`src/design/apw_pkg.sv`:
```
// Shared constants, types and codes of the average pooling window core.
package apw_pkg;

  localparam int MAX_WIDTH   = 256;
  localparam int MAX_WINDOW  = 5;
  localparam int PIXEL_BITS  = 16;
  localparam int MAX_HEIGHT  = 1024;
  localparam int COL_W       = $clog2(MAX_WIDTH);
  localparam int ROW_W       = $clog2(MAX_HEIGHT);
  localparam int SLOT_W      = $clog2(MAX_WINDOW);
  localparam int SUM_W       = 21;
  localparam int DEN_W       = 5;
  localparam int DCNT_W      = $clog2(SUM_W);
  localparam int CFG_IDX_W   = 4;
  localparam int CFG_DATA_W  = 11;
  localparam int WIDTH_W     = 9;
  localparam int HEIGHT_W    = 11;
  localparam int WIN_W       = 3;
  localparam int STEP_W      = 4;

  // register indexes
  localparam logic [CFG_IDX_W-1:0] REG_IMAGE_WIDTH  = 4'd0;
  localparam logic [CFG_IDX_W-1:0] REG_IMAGE_HEIGHT = 4'd1;
  localparam logic [CFG_IDX_W-1:0] REG_WINDOW_SIZE  = 4'd2;
  localparam logic [CFG_IDX_W-1:0] REG_STEP_SIZE    = 4'd3;

  // reset values
  localparam logic [WIDTH_W-1:0]  RST_WIDTH  = 9'd64;
  localparam logic [HEIGHT_W-1:0] RST_HEIGHT = 11'd64;
  localparam logic [WIN_W-1:0]    RST_WINDOW = 3'd2;
  localparam logic [STEP_W-1:0]   RST_STEP   = 4'd2;

  // read token handed down the cell chain
  typedef struct packed {
    logic                  vld;
    logic [COL_W-1:0]      col;
    logic [MAX_WINDOW-1:0] mask;
  } tok_t;

  // partial column sum handed down the cell chain
  typedef struct packed {
    logic             vld;
    logic [SUM_W-1:0] val;
  } sum_t;

  // divider result
  typedef struct packed {
    logic             done;
    logic [SUM_W-1:0] quo;
    logic [DEN_W-1:0] rem;
  } div_res_t;

endpackage

```
`src/design/apw_cell.sv`:
```
// One row slot of the line store plus its stage of the column-sum chain.
module apw_cell (
  input  logic                           clk,
  input  logic                           rst_n,
  input  logic                           wr_en,
  input  logic [apw_pkg::COL_W-1:0]      wr_col,
  input  logic [apw_pkg::PIXEL_BITS-1:0] wr_data,
  input  apw_pkg::tok_t                  tok_in,
  output apw_pkg::tok_t                  tok_out,
  input  apw_pkg::sum_t                  sum_in,
  output apw_pkg::sum_t                  sum_out
);
  import apw_pkg::*;

  logic [PIXEL_BITS-1:0] mem [MAX_WIDTH];
  logic [PIXEL_BITS-1:0] rd_data_r;
  logic                  use_r;
  logic                  vld_r;
  tok_t                  tok_r;
  sum_t                  sum_r;

  // row memory: one write, one registered read
  always_ff @(posedge clk) begin
    if (wr_en) begin
      mem[wr_col] <= wr_data;
    end
    rd_data_r <= mem[tok_in.col];
  end

  // token moves on, mask shifted so the next cell sees its own bit at the bottom
  always_ff @(posedge clk) begin
    if (!rst_n) begin
      tok_r <= '0;
      use_r <= 1'b0;
      vld_r <= 1'b0;
      sum_r <= '0;
    end else begin
      tok_r.vld  <= tok_in.vld;
      tok_r.col  <= tok_in.col;
      tok_r.mask <= tok_in.mask >> 1;
      use_r      <= tok_in.vld & tok_in.mask[0];
      vld_r      <= tok_in.vld;
      sum_r.vld  <= vld_r;
      sum_r.val  <= sum_in.val + (use_r ? {{(SUM_W-PIXEL_BITS){1'b0}}, rd_data_r} : '0);
    end
  end

  assign tok_out = tok_r;
  assign sum_out = sum_r;
endmodule

```
`config.mk`:
```
export PLATFORM = sky130hd
export DESIGN_NAME = apw_cell
export DESIGN_NICKNAME = d
export VERILOG_FILES = /design/src/design/apw_pkg.sv /design/src/design/apw_cell.sv
export SDC_FILE = /design/constraint.sdc
export NUM_CORES = 2
export LEC_CHECK = 0
export BUFFER_PORTS_ARGS = -buffer_cell sky130_fd_sc_hd__buf_2
export CORE_ASPECT_RATIO = 0.8
export CORE_UTILIZATION = 45
export DETAILED_ROUTE_END_ITERATION = 16
export GPL_TIMING_DRIVEN = 0
export PLACE_DENSITY_LB_ADDON = 0.15
export REMOVE_ABC_BUFFERS = 1
export SLEW_MARGIN = 0
export SYNTH_ARGS = -nofsm -noshare
export SYNTH_HDL_FRONTEND = slang
export SYNTH_SLANG_ARGS = --single-unit
```
`constraint.sdc`:
```
create_clock -name clk -period 4.78 [get_ports clk]
set_input_delay 0.478 -clock clk [delete_from_list [all_inputs] [get_ports clk]]
set_output_delay 0.478 -clock clk [all_outputs]
set_load 0.02 [all_outputs]
```
==> flow_metrics.env <==
export IMPL_failed_checks="max-capacitance violations, max-slew violations, negative setup slack"
export IMPL_number_of_antenna_violations_at_the_first_check_in_global_routing=28
export IMPL_die_width_um=665.0
export IMPL_timing_reg2reg_worst_path_depth=9
export IMPL_netlist_cell_type_count=59
export IMPL_avgSynthCellArea_um2=22.68
export IMPL_end_kind="flop"
export IMPL_yosys_warnings=0
export IMPL_total_clock_buffers_created_by_cts=409
export IMPL_post_synth_fa_ha_maj_area_fraction_pct=0.1392
export IMPL_post_cts_buffers=0
export IMPL_synth_compound_area_share_pct=2.731
export IMPL_use_met2_pct=35.48
export IMPL_routed_wire_length_per_instance_um=34.42
export IMPL_rsz0062_at_grt="false"
export IMPL_initial_core_utilization_pct=45.27
export IMPL_hold_violations=0
export IMPL_wirelength_mm=428.9
export IMPL_top_usage_layer="met1"
export IMPL_routabilityCongestion=0.8219
export IMPL_simple_gate_portion_of_the_synthesized_area_pct=2.337
export IMPL_vdd_drop_max_uv=360.5
export IMPL_clk_pin_slew_ns=0.07
export IMPL_crit_path_setup_slack_layout_ns=-0.03041
export IMPL_antenna_violating_nets_post_route=0
export IMPL_drt_pre_antenna_iters=6
export IMPL_reg2reg_to="sum_out[15]"
export IMPL_route_detailed_drc=0
export IMPL_grt_ovfl_total=0
export IMPL_slew_headroom_pct=-4.715
export IMPL_hold_depth=1
export IMPL_dieArea_um2=354000
export IMPL_ios=99
export IMPL_holdPathEnd="mem[71][7]"
export IMPL_synth_async_reset_ratio_pct=0
export IMPL_worst_endpoint_arrival_ns=5.64
export IMPL_ys_seq_area_share_pct=78.39
export IMPL_required_ns=5.61
export IMPL_grt_pass1_vias=76066
export IMPL_die_y_um=532.4
export IMPL_power_per_cell_area_nw_per_um2=412.8
export IMPL_synthXorXnorAreaFrac_pct=0.04428
export IMPL_layout_nets=7549
export IMPL_finalCritPeriodShare_pct=100.6
export IMPL_final_area_um2=184100
export IMPL_worstSetupStartpointType="primary input"
export IMPL_place_port_buffers=96
export IMPL_finalSetupViolations=1
export IMPL_final_min_clock_period_ns=4.810
export IMPL_post_place_cells=11620
export IMPL_leakagePower_uw=0.05656
export IMPL_htree_levels=5
export IMPL_timing_rr_start="use_r"
export IMPL_combinational_family_with_the_most_area_after_synthesis="multiplexers"
export IMPL_clockRootBuffer="clkbuf_16"
export IMPL_synth_flop_cell="edfxtp_1"
export IMPL_grt_first_pass_wirelength_mm=596.8
export IMPL_syn_instance_count=6978
export IMPL_clock_sinks=4148
export IMPL_grt_start_max_net_pins=143
export IMPL_grt_usage_pct=23.98
export IMPL_synthToLayoutAreaGrowth_pct=16.32
export IMPL_regToRegSetupSlack_ns=1.10
export IMPL_viasPerCell=6.158
export IMPL_detailed_place_area_um2=170000
export IMPL_groute_layer_met1_usage_pct=35.73
export IMPL_finalNonFillerCells=12460
export IMPL_hp_class="primary input to flop"
export IMPL_ys_ff_latch=4148
export IMPL_timing_fmax_mhz=207.9
export IMPL_fp_coreArea_um2=349500
export IMPL_clock_skew_final_ns=0.06182
export IMPL_place_detailed_hpwl_mm=270.5
export IMPL_layout_cells_most_common="edfxtp_1"
export IMPL_number_of_enable_type_register_cells_in_the_synthesized_netlist=4096
export IMPL_post_synth_instance_area_um2=158200
export IMPL_timing_final_max_slew_violations=2
export IMPL_dr_first_iter_drc_count=9839
export IMPL_use_met3_pct=5.555
export IMPL_placementRows=194
export IMPL_cts_tree="built"
export IMPL_drive_above_1_share_pct=31.04
export IMPL_synth_mux_area_share_pct=14.78
export IMPL_worst_slew_pin_slew_ns=1.571
export IMPL_clock_tree_buffer_depth=4
export IMPL_hold_path_startpoint="wr_data[7]"
export IMPL_clock_latency_ns=0.99
export IMPL_result_of_the_run="finished, violations left"
export IMPL_timing_worst_setup_path_type="primary input to flop"
export IMPL_detailroute_via_count=76732
export IMPL_critical_path_max_fanout=58
export IMPL_dpl_worst_slack_ns=-1.848
export IMPL_max_cap_violations=2
export IMPL_layout_cells_most_common_list="4096 x edfxtp_1, 1024 x mux4_2, 415 x clkbuf_16, 255 x nor2_2, 242 x buf_8"
[synthesized netlist by cell type, drive strengths merged (30+ instances only)]
master / instances / area (um^2)
mux2i: 32 / 320.3
nor2: 288 / 1081
dfxtp: 52 / 1041
o211ai: 31 / 232.7
a22o: 64 / 560.5
and2: 33 / 206.5
edfxtp: 4096 / 123000
buf: 243 / 1754
mux4: 1024 / 23060
a22oi: 98 / 735.7
clkbuf: 190 / 713.2
nor3: 200 / 1006
o22ai: 92 / 575.6
a221oi: 65 / 600.6
o32ai: 119 / 1042
nand3: 30 / 155.1
a21oi: 46 / 230.2
nor4: 49 / 362.9
[power by group]
group	switching [uW]	leakage, uW	internal, uW
logic	2350	0.0128	1270
registers	38.8	0.0372	40100
clock network	13800	0.00653	18400
[registers in the layout, summed over array words and instances, names as in the netlist]
name       count
sum_out       22
tok_out       13
rd_data_r     16
mem         4096
use_r          1
[logic make-up after synthesis]
group / Yosys count
other cells: 1
mux: 1056
flops: 4148
buf+inv: 442
fa+ha+maj: 17
simple gates: 742
xor+xnor: 8
compound gates: 564
[per-layer routing]
layer  share of wire (%)  wire [um]
met5               0.019         81
met4                 3.2      13520
met3                 9.4      40250
met2                  45     193200
met1                  42     181900
[critical path, stage by stage]
cell and delay [ns]:
dlygate4sd3_1 0.54, buf_2 0.24, nand3_4 0.60, buf_16 0.35
or2_2 0.63, o22ai_1 0.36, nor4_1 1.21, nand4_1 0.64
nor3_1 0.47
[how the worst max path moves through the flow]
stage,from,to,slack [ns],cells after the start
2_1_floorplan,tok_in[7],rd_data_r[8],-0.03,6
3_3_place_gp,tok_in[5],rd_data_r[15],-33.95,6
3_5_place_dp,tok_in[5],rd_data_r[11],-1.85,11
4_1_cts,tok_in[11],rd_data_r[1],0.006,9
5_1_grt,tok_in[5],rd_data_r[8],0.02,11
6_report,tok_in[11],rd_data_r[2],-0.03,9
[per-stage QoR]
step / hold slack [ns] / power (uW) / utilization [%] / TNS [ns]
6_report: 0.02275 / 75990 / 52.66 / -0.03041
5_1_grt: 0.03641 / 77960 / 52.65 / 0
4_1_cts: 0.01745 / 76520 / 52.61 / 0
3_5_place_dp: 0.6649 / 44470 / 48.62 / -24.25
3_3_place_gp: 0.6587 / 46770 / 46.35 / -4157.23
2_1_floorplan: 0.5717 / 42210 / - / -0.02971
[area by class of cell]
class                           instances  area, um^2
Fill cell                           26678      165500
Sequential cell                      4148      124000
Multi-Input combinational cell       2388       32710
Clock buffer                          500       10750
Timing Repair Buffer                  513        8044
Tap cell                             4606        5763
Clock inverter                        261        2629
Antenna cell                           35       87.58
Inverter                                9       33.78
[repair_timing]
| action | 4_1_cts | 5_1_grt |
|---|---|---|
| hold buffers | 38 | 0 |
| cloned | 4 | 1 |
| hold endpoints to repair | 274 | 0 |
| gates resized for setup | 7 | 2 |
| setup endpoints to repair | 16 | 3 |
| pin swaps | 0 | 0 |
(Power assumes the default switching activity.)
