**config.mk**
```make
export PLATFORM = sky130hd
export DESIGN_NAME = apw_div
export DESIGN_NICKNAME = d
export VERILOG_FILES = /design/src/design/apw_pkg.sv /design/src/design/apw_div.sv
export SDC_FILE = /design/constraint.sdc
export NUM_CORES = 1
export LEC_CHECK = 0
export ABC_AREA = 1
export BUFFER_PORTS_ARGS = -buffer_cell sky130_fd_sc_hd__buf_2
export CAP_MARGIN = 0
export CORE_AREA = 4 4 95 52
export CTS_CLUSTER_DIAMETER = 120
export DETAILED_ROUTE_END_ITERATION = 10
export DIE_AREA = 0 0 99 56
export PLACE_DENSITY = 0.71
export SYNTH_ARGS = -nofsm -noshare
export SYNTH_HDL_FRONTEND = slang
export SYNTH_SLANG_ARGS = --single-unit
```
**constraint.sdc**
```tcl
create_clock -name clk -period 2.8 [get_ports clk]
set_clock_uncertainty 0.15 [all_clocks]
set_input_delay 0.28 -clock clk [delete_from_list [all_inputs] [get_ports clk]]
set_output_delay 0.28 -clock clk [all_outputs]
set_load 0.01 [all_outputs]
```
**src/design/apw_pkg.sv**
```systemverilog
// Shared constants, types and codes of the average pooling window core.
package apw_pkg;

  localparam int MAX_WIDTH   = 256;
  localparam int MAX_WINDOW  = 5;
  localparam int PIXEL_BITS  = 16;
  localparam int MAX_HEIGHT  = 1024;
  localparam int COL_W       = $clog2(MAX_WIDTH);
  localparam int ROW_W       = $clog2(MAX_HEIGHT);
  localparam int SLOT_W      = $clog2(MAX_WINDOW);
  localparam int SUM_W       = 21;
  localparam int DEN_W       = 5;
  localparam int DCNT_W      = $clog2(SUM_W);
  localparam int CFG_IDX_W   = 4;
  localparam int CFG_DATA_W  = 11;
  localparam int WIDTH_W     = 9;
  localparam int HEIGHT_W    = 11;
  localparam int WIN_W       = 3;
  localparam int STEP_W      = 4;

  // register indexes
  localparam logic [CFG_IDX_W-1:0] REG_IMAGE_WIDTH  = 4'd0;
  localparam logic [CFG_IDX_W-1:0] REG_IMAGE_HEIGHT = 4'd1;
  localparam logic [CFG_IDX_W-1:0] REG_WINDOW_SIZE  = 4'd2;
  localparam logic [CFG_IDX_W-1:0] REG_STEP_SIZE    = 4'd3;

  // reset values
  localparam logic [WIDTH_W-1:0]  RST_WIDTH  = 9'd64;
  localparam logic [HEIGHT_W-1:0] RST_HEIGHT = 11'd64;
  localparam logic [WIN_W-1:0]    RST_WINDOW = 3'd2;
  localparam logic [STEP_W-1:0]   RST_STEP   = 4'd2;

  // read token handed down the cell chain
  typedef struct packed {
    logic                  vld;
    logic [COL_W-1:0]      col;
    logic [MAX_WINDOW-1:0] mask;
  } tok_t;

  // partial column sum handed down the cell chain
  typedef struct packed {
    logic             vld;
    logic [SUM_W-1:0] val;
  } sum_t;

  // divider result
  typedef struct packed {
    logic             done;
    logic [SUM_W-1:0] quo;
    logic [DEN_W-1:0] rem;
  } div_res_t;

endpackage

```
**src/design/apw_div.sv**
```systemverilog
// Restoring divider, one quotient bit per cycle.
module apw_div (
  input  logic                      clk,
  input  logic                      rst_n,
  input  logic                      start,
  input  logic [apw_pkg::SUM_W-1:0] num,
  input  logic [apw_pkg::DEN_W-1:0] den,
  output apw_pkg::div_res_t         res
);
  import apw_pkg::*;

  logic              busy_r;
  logic              done_r;
  logic [DCNT_W-1:0] cnt_r;
  logic [SUM_W-1:0]  quo_r;
  logic [DEN_W-1:0]  rem_r;
  logic [DEN_W-1:0]  den_r;
  logic [DEN_W:0]    trial;
  logic              qbit;
  logic [DEN_W:0]    diff;

  // trial subtract of the next dividend bit
  always_comb begin
    trial = {rem_r, quo_r[SUM_W-1]};
    diff  = trial - {1'b0, den_r};
    qbit  = (trial >= {1'b0, den_r});
  end

  always_ff @(posedge clk) begin
    if (!rst_n) begin
      busy_r <= 1'b0;
      done_r <= 1'b0;
      cnt_r  <= '0;
    end else begin
      done_r <= 1'b0;
      if (start) begin
        busy_r <= 1'b1;
        cnt_r  <= DCNT_W'(SUM_W - 1);
        quo_r  <= num;
        rem_r  <= '0;
        den_r  <= den;
      end else if (busy_r) begin
        quo_r <= {quo_r[SUM_W-2:0], qbit};
        rem_r <= qbit ? diff[DEN_W-1:0] : trial[DEN_W-1:0];
        cnt_r <= cnt_r - 1'b1;
        if (cnt_r == '0) begin
          busy_r <= 1'b0;
          done_r <= 1'b1;
        end
      end
    end
  end

  assign res.done = done_r;
  assign res.quo  = quo_r;
  assign res.rem  = rem_r;
endmodule

```
==> out/metrics.sh <==
SYNTH_EDF_COUNT=31
DRT_PRE_ANTENNA_ITERS=4
PLACE.GP.CONGESTION=0.763
ANTENNA_DIODES=0
GRT_START_MAX_NET_PINS=25
FINAL_NET_COUNT=292
DRT-TOTAL-WL_MM=3.82
MIN-DELAY-PATH-CLASS='primary input to register'
DIE_HEIGHT_UM=56
YOSYSSEQAREASHARE_PCT=58.5
SETUP.WORST_PATH.START_CLASS='register'
CP_DATA_ARRIVAL_TIME_NS=1.89
POST_SYNTH_NUM_CELL_TYPES=26
WORSTMARGINPINSLEW_NS=0.428
POST-CTS-SETUP-BUFFERS=0
CTS_TREE='done'
ASYNC_FLOP_SHARE_PCT=0
IRDROPWORSTVDD_V=0.000256
GRT_USE_TOTAL_PCT=14.4
DR_TOTAL_VIAS=1446
FIN_CRIT_NS=2.00
SYN_AVG_CELL_AREA_UM2=9.29
SYN2LAYOUT_AREA_GROWTH_PCT=22.8
INITIAL_ANTENNA_VIOLATION_COUNT=0
POST-ROUTE-PERIOD-UTIL_PCT=71.5
POST_SYNTH_INST_COUNT=197
WL_PER_CELL_UM=12.2
TIMING.MAX_SLEW.REL_SLACK_PCT=71.5
FLOORPLAN.DIE_AREA_UM2=5540
CLOCK_PATH_BUFFERS=2
DRV.MAX_CAP_VIOLATION_COUNT=0
FILLER_CELL_COUNT=387
FINALSETUPVIOLATIONS=0
GRT_PASS1_WL_MM=6.44
SYNTH_NETS=233
CLOCK-SINKS=38
SETUP_TOTAL_NEGATIVE_SLACK_NS=0
POST_SYNTH_INSTANCE_AREA_UM2=1830
CHIPWIDTH_UM=99
HOLD_VIOLATIONS=0
CRIT_REQUIRED_NS=2.69
IO_BUFFER_COUNT=55
ANTENNA_NETS_POST_ROUTE=0
DRC=0
POWER.TOTAL_uW=1280
HTREE_LEVELS=2
WORST_SETUP_PATH_CATEGORY='register to register'
MAX_FREQ_MHz=499
CLOCK_SLEW_SEEN_BY_THE_REGISTERS_OF_THE_WORST_SETUP_AND_HOLD_PATHS_NS=0.07
POSTCTSRESIZEDCELLS=0
WORSTPATHMAXFANOUT=7
FIRST_GLOBAL_VIAS=1372
NUM_IO_PINS=56
YOSYS_MOST_USED_DFF='sky130_fd_sc_hd__edfxtp_1'
GRT_OVERFLOW_TOTAL=0
CTSHOLDBUFFERS=0
SETUP_REPAIR_AFTER_GLOBAL_ROUTING_MISSED_ITS_MARGIN='no'
DRIVE_GT1_SHARE_PCT=28.4
MULTI_INPUT_COMB_AREA_UM2=653
CTS_MADE_BUFFERS=5
CLOCKROOTBUFFER='sky130_fd_sc_hd__clkbuf_8'
WORST_SKEW_PAIR.LATE_LATENCY_NS=0.28
NUMBER_OF_SLEW_LIMIT_VIOLATIONS_IN_THE_FINAL_REPORT=0
INITIAL_UTILIZATION_PCT=43.7
STATUS='finished, final reports clean'
SYNTH-WARNING-COUNT=0
SEQUENTIAL_CELL_AREA_UM2=1070
POST_DP_HPWL_MM=2.95
LEAKAGE_COMPONENT_OF_THE_POWER_uW=0.00110
PLACEABLECOREAREA_UM2=4190
ROW_COUNT=17
YS_SEQ_ELEMENTS=38
WORSTSETUPENDPOINTTYPE='register'
ROUTED_VIA_DENSITY=4.61
DRT_ITER0_MARKERS=70
POWER_DENSITY_nW_PER_UM2=571
cell type report:
cell class,count,share of cell area (%)
sequential,38,47.7
clock buffer,6,3.23
tap,57,3.17
multi-input combinational,134,29.1
clock inverter,2,0.445
timing repair buffer,58,13.3
inverter,19,3.17
cells in the final DEF, fill, tap and decap left out:
cell,synthesis,layout
sky130_fd_sc_hd__nand3_1,6,6
sky130_fd_sc_hd__o31ai_1,1,1
sky130_fd_sc_hd__clkinv_2,0,2
sky130_fd_sc_hd__nor2_2,1,1
sky130_fd_sc_hd__nor2_4,1,1
sky130_fd_sc_hd__edfxtp_1,31,31
sky130_fd_sc_hd__inv_1,19,19
sky130_fd_sc_hd__nand2_2,2,2
sky130_fd_sc_hd__a21oi_2,1,1
sky130_fd_sc_hd__a211oi_1,1,1
sky130_fd_sc_hd__clkbuf_1,3,1
sky130_fd_sc_hd__a21oi_1,4,4
sky130_fd_sc_hd__buf_2,1,55
sky130_fd_sc_hd__dfxtp_1,7,7
sky130_fd_sc_hd__ha_1,6,6
sky130_fd_sc_hd__nor2_1,19,19
sky130_fd_sc_hd__a31oi_1,2,2
sky130_fd_sc_hd__xnor2_1,1,1
sky130_fd_sc_hd__nor3_1,1,1
sky130_fd_sc_hd__nand3_4,1,1
sky130_fd_sc_hd__nand2_1,83,83
sky130_fd_sc_hd__fa_1,1,1
sky130_fd_sc_hd__or2_4,1,1
sky130_fd_sc_hd__nand2_4,1,1
sky130_fd_sc_hd__nor3b_1,1,1
sky130_fd_sc_hd__buf_4,1,3
sky130_fd_sc_hd__clkbuf_8,0,5
power breakdown:
part	switching [uW]	total (uW)	internal, uW	leakage [uW]
sequential	24.0	686	662	0.000354
combinational	143	238	95.6	0.000696
clock	185	357	173	0.0000450
total	351	1280	931	0.00110
routing by layer:
layer | track usage [%] | part of all wire (%)
met1 | 21.1 | 49
met2 | 20.1 | 42
met3 | 5.63 | 8.6
met4 | 2.92 | 0
met5 | 0 | 0
cell families after synthesis:
| logic type | count (synthesis) | share of synthesized area (%) |
|---|---|---|
| AO/OA/AOI/OAI | 9 | 3.08 |
| XOR/XNOR | 1 | 0.479 |
| adder cells (fa/ha/maj) | 7 | 5.19 |
| buffers and inverters | 25 | 5.81 |
| flip-flops | 38 | 58.5 |
| AND/OR/NAND/NOR | 117 | 26.9 |
state kept, by name (all words and copies together) (netlist names):
signal	cells
den_r	5
quo_r	21
done_r	1
busy_r	1
cnt_r	5
rem_r	5
final timing paths:
path                            slack [ns]  cells after the start                      to                  start
worst max-delay path                  0.80                     10  rem_r[0]$_SDFFCE_PP0P_    quo_r[20]$_DFFE_PP_
worst min register to register        0.34                      2   cnt_r[4]$_SDFFE_PN0N_  cnt_r[4]$_SDFFE_PN0N_
worst max register to register        0.80                     10  rem_r[0]$_SDFFCE_PP0P_    quo_r[20]$_DFFE_PP_
worst min-delay path                  0.02                      1      den_r[1]$_DFFE_PP_                 den[1]
cells in the mapped netlist (2+ instances only):
library cell               instances  area (um^2)
sky130_fd_sc_hd__edfxtp_1         31          931
sky130_fd_sc_hd__nand3_1           6         30.0
sky130_fd_sc_hd__a21oi_1           4         20.0
sky130_fd_sc_hd__ha_1              6         75.1
sky130_fd_sc_hd__nand2_1          83          312
sky130_fd_sc_hd__clkbuf_1          3         11.3
sky130_fd_sc_hd__a31oi_1           2         12.5
sky130_fd_sc_hd__nor2_1           19         71.3
sky130_fd_sc_hd__nand2_2           2         12.5
sky130_fd_sc_hd__inv_1            19         71.3
sky130_fd_sc_hd__dfxtp_1           7          140
per-stage QoR:
stage | utilization, % | area (um^2) | setup WS, ns | hold slack, ns | instances
floorplan | - | 1830 | 0.890 | 0.229 | 197
global placement | 51.7 | 2160 | 0.898 | 0.309 | 306
detailed placement | 51.7 | 2160 | 0.795 | 0.309 | 306
CTS | 53.6 | 2250 | 0.782 | 0.00976 | 314
global route | 53.6 | 2250 | 0.651 | 0.00732 | 314
finish | 53.6 | 2250 | 0.798 | 0.0204 | 314
critical path: stages (launching register included):
cell                       delay (ns)
sky130_fd_sc_hd__edfxtp_1        0.41
sky130_fd_sc_hd__inv_1           0.08
sky130_fd_sc_hd__ha_1            0.13
sky130_fd_sc_hd__inv_1           0.06
sky130_fd_sc_hd__fa_1            0.41
sky130_fd_sc_hd__nand2_1         0.11
sky130_fd_sc_hd__nand2_2         0.08
sky130_fd_sc_hd__nand3_4         0.09
sky130_fd_sc_hd__nand2_4         0.09
sky130_fd_sc_hd__nor2_1          0.10
sky130_fd_sc_hd__nor2_1          0.05
(Power assumes the default switching activity.)
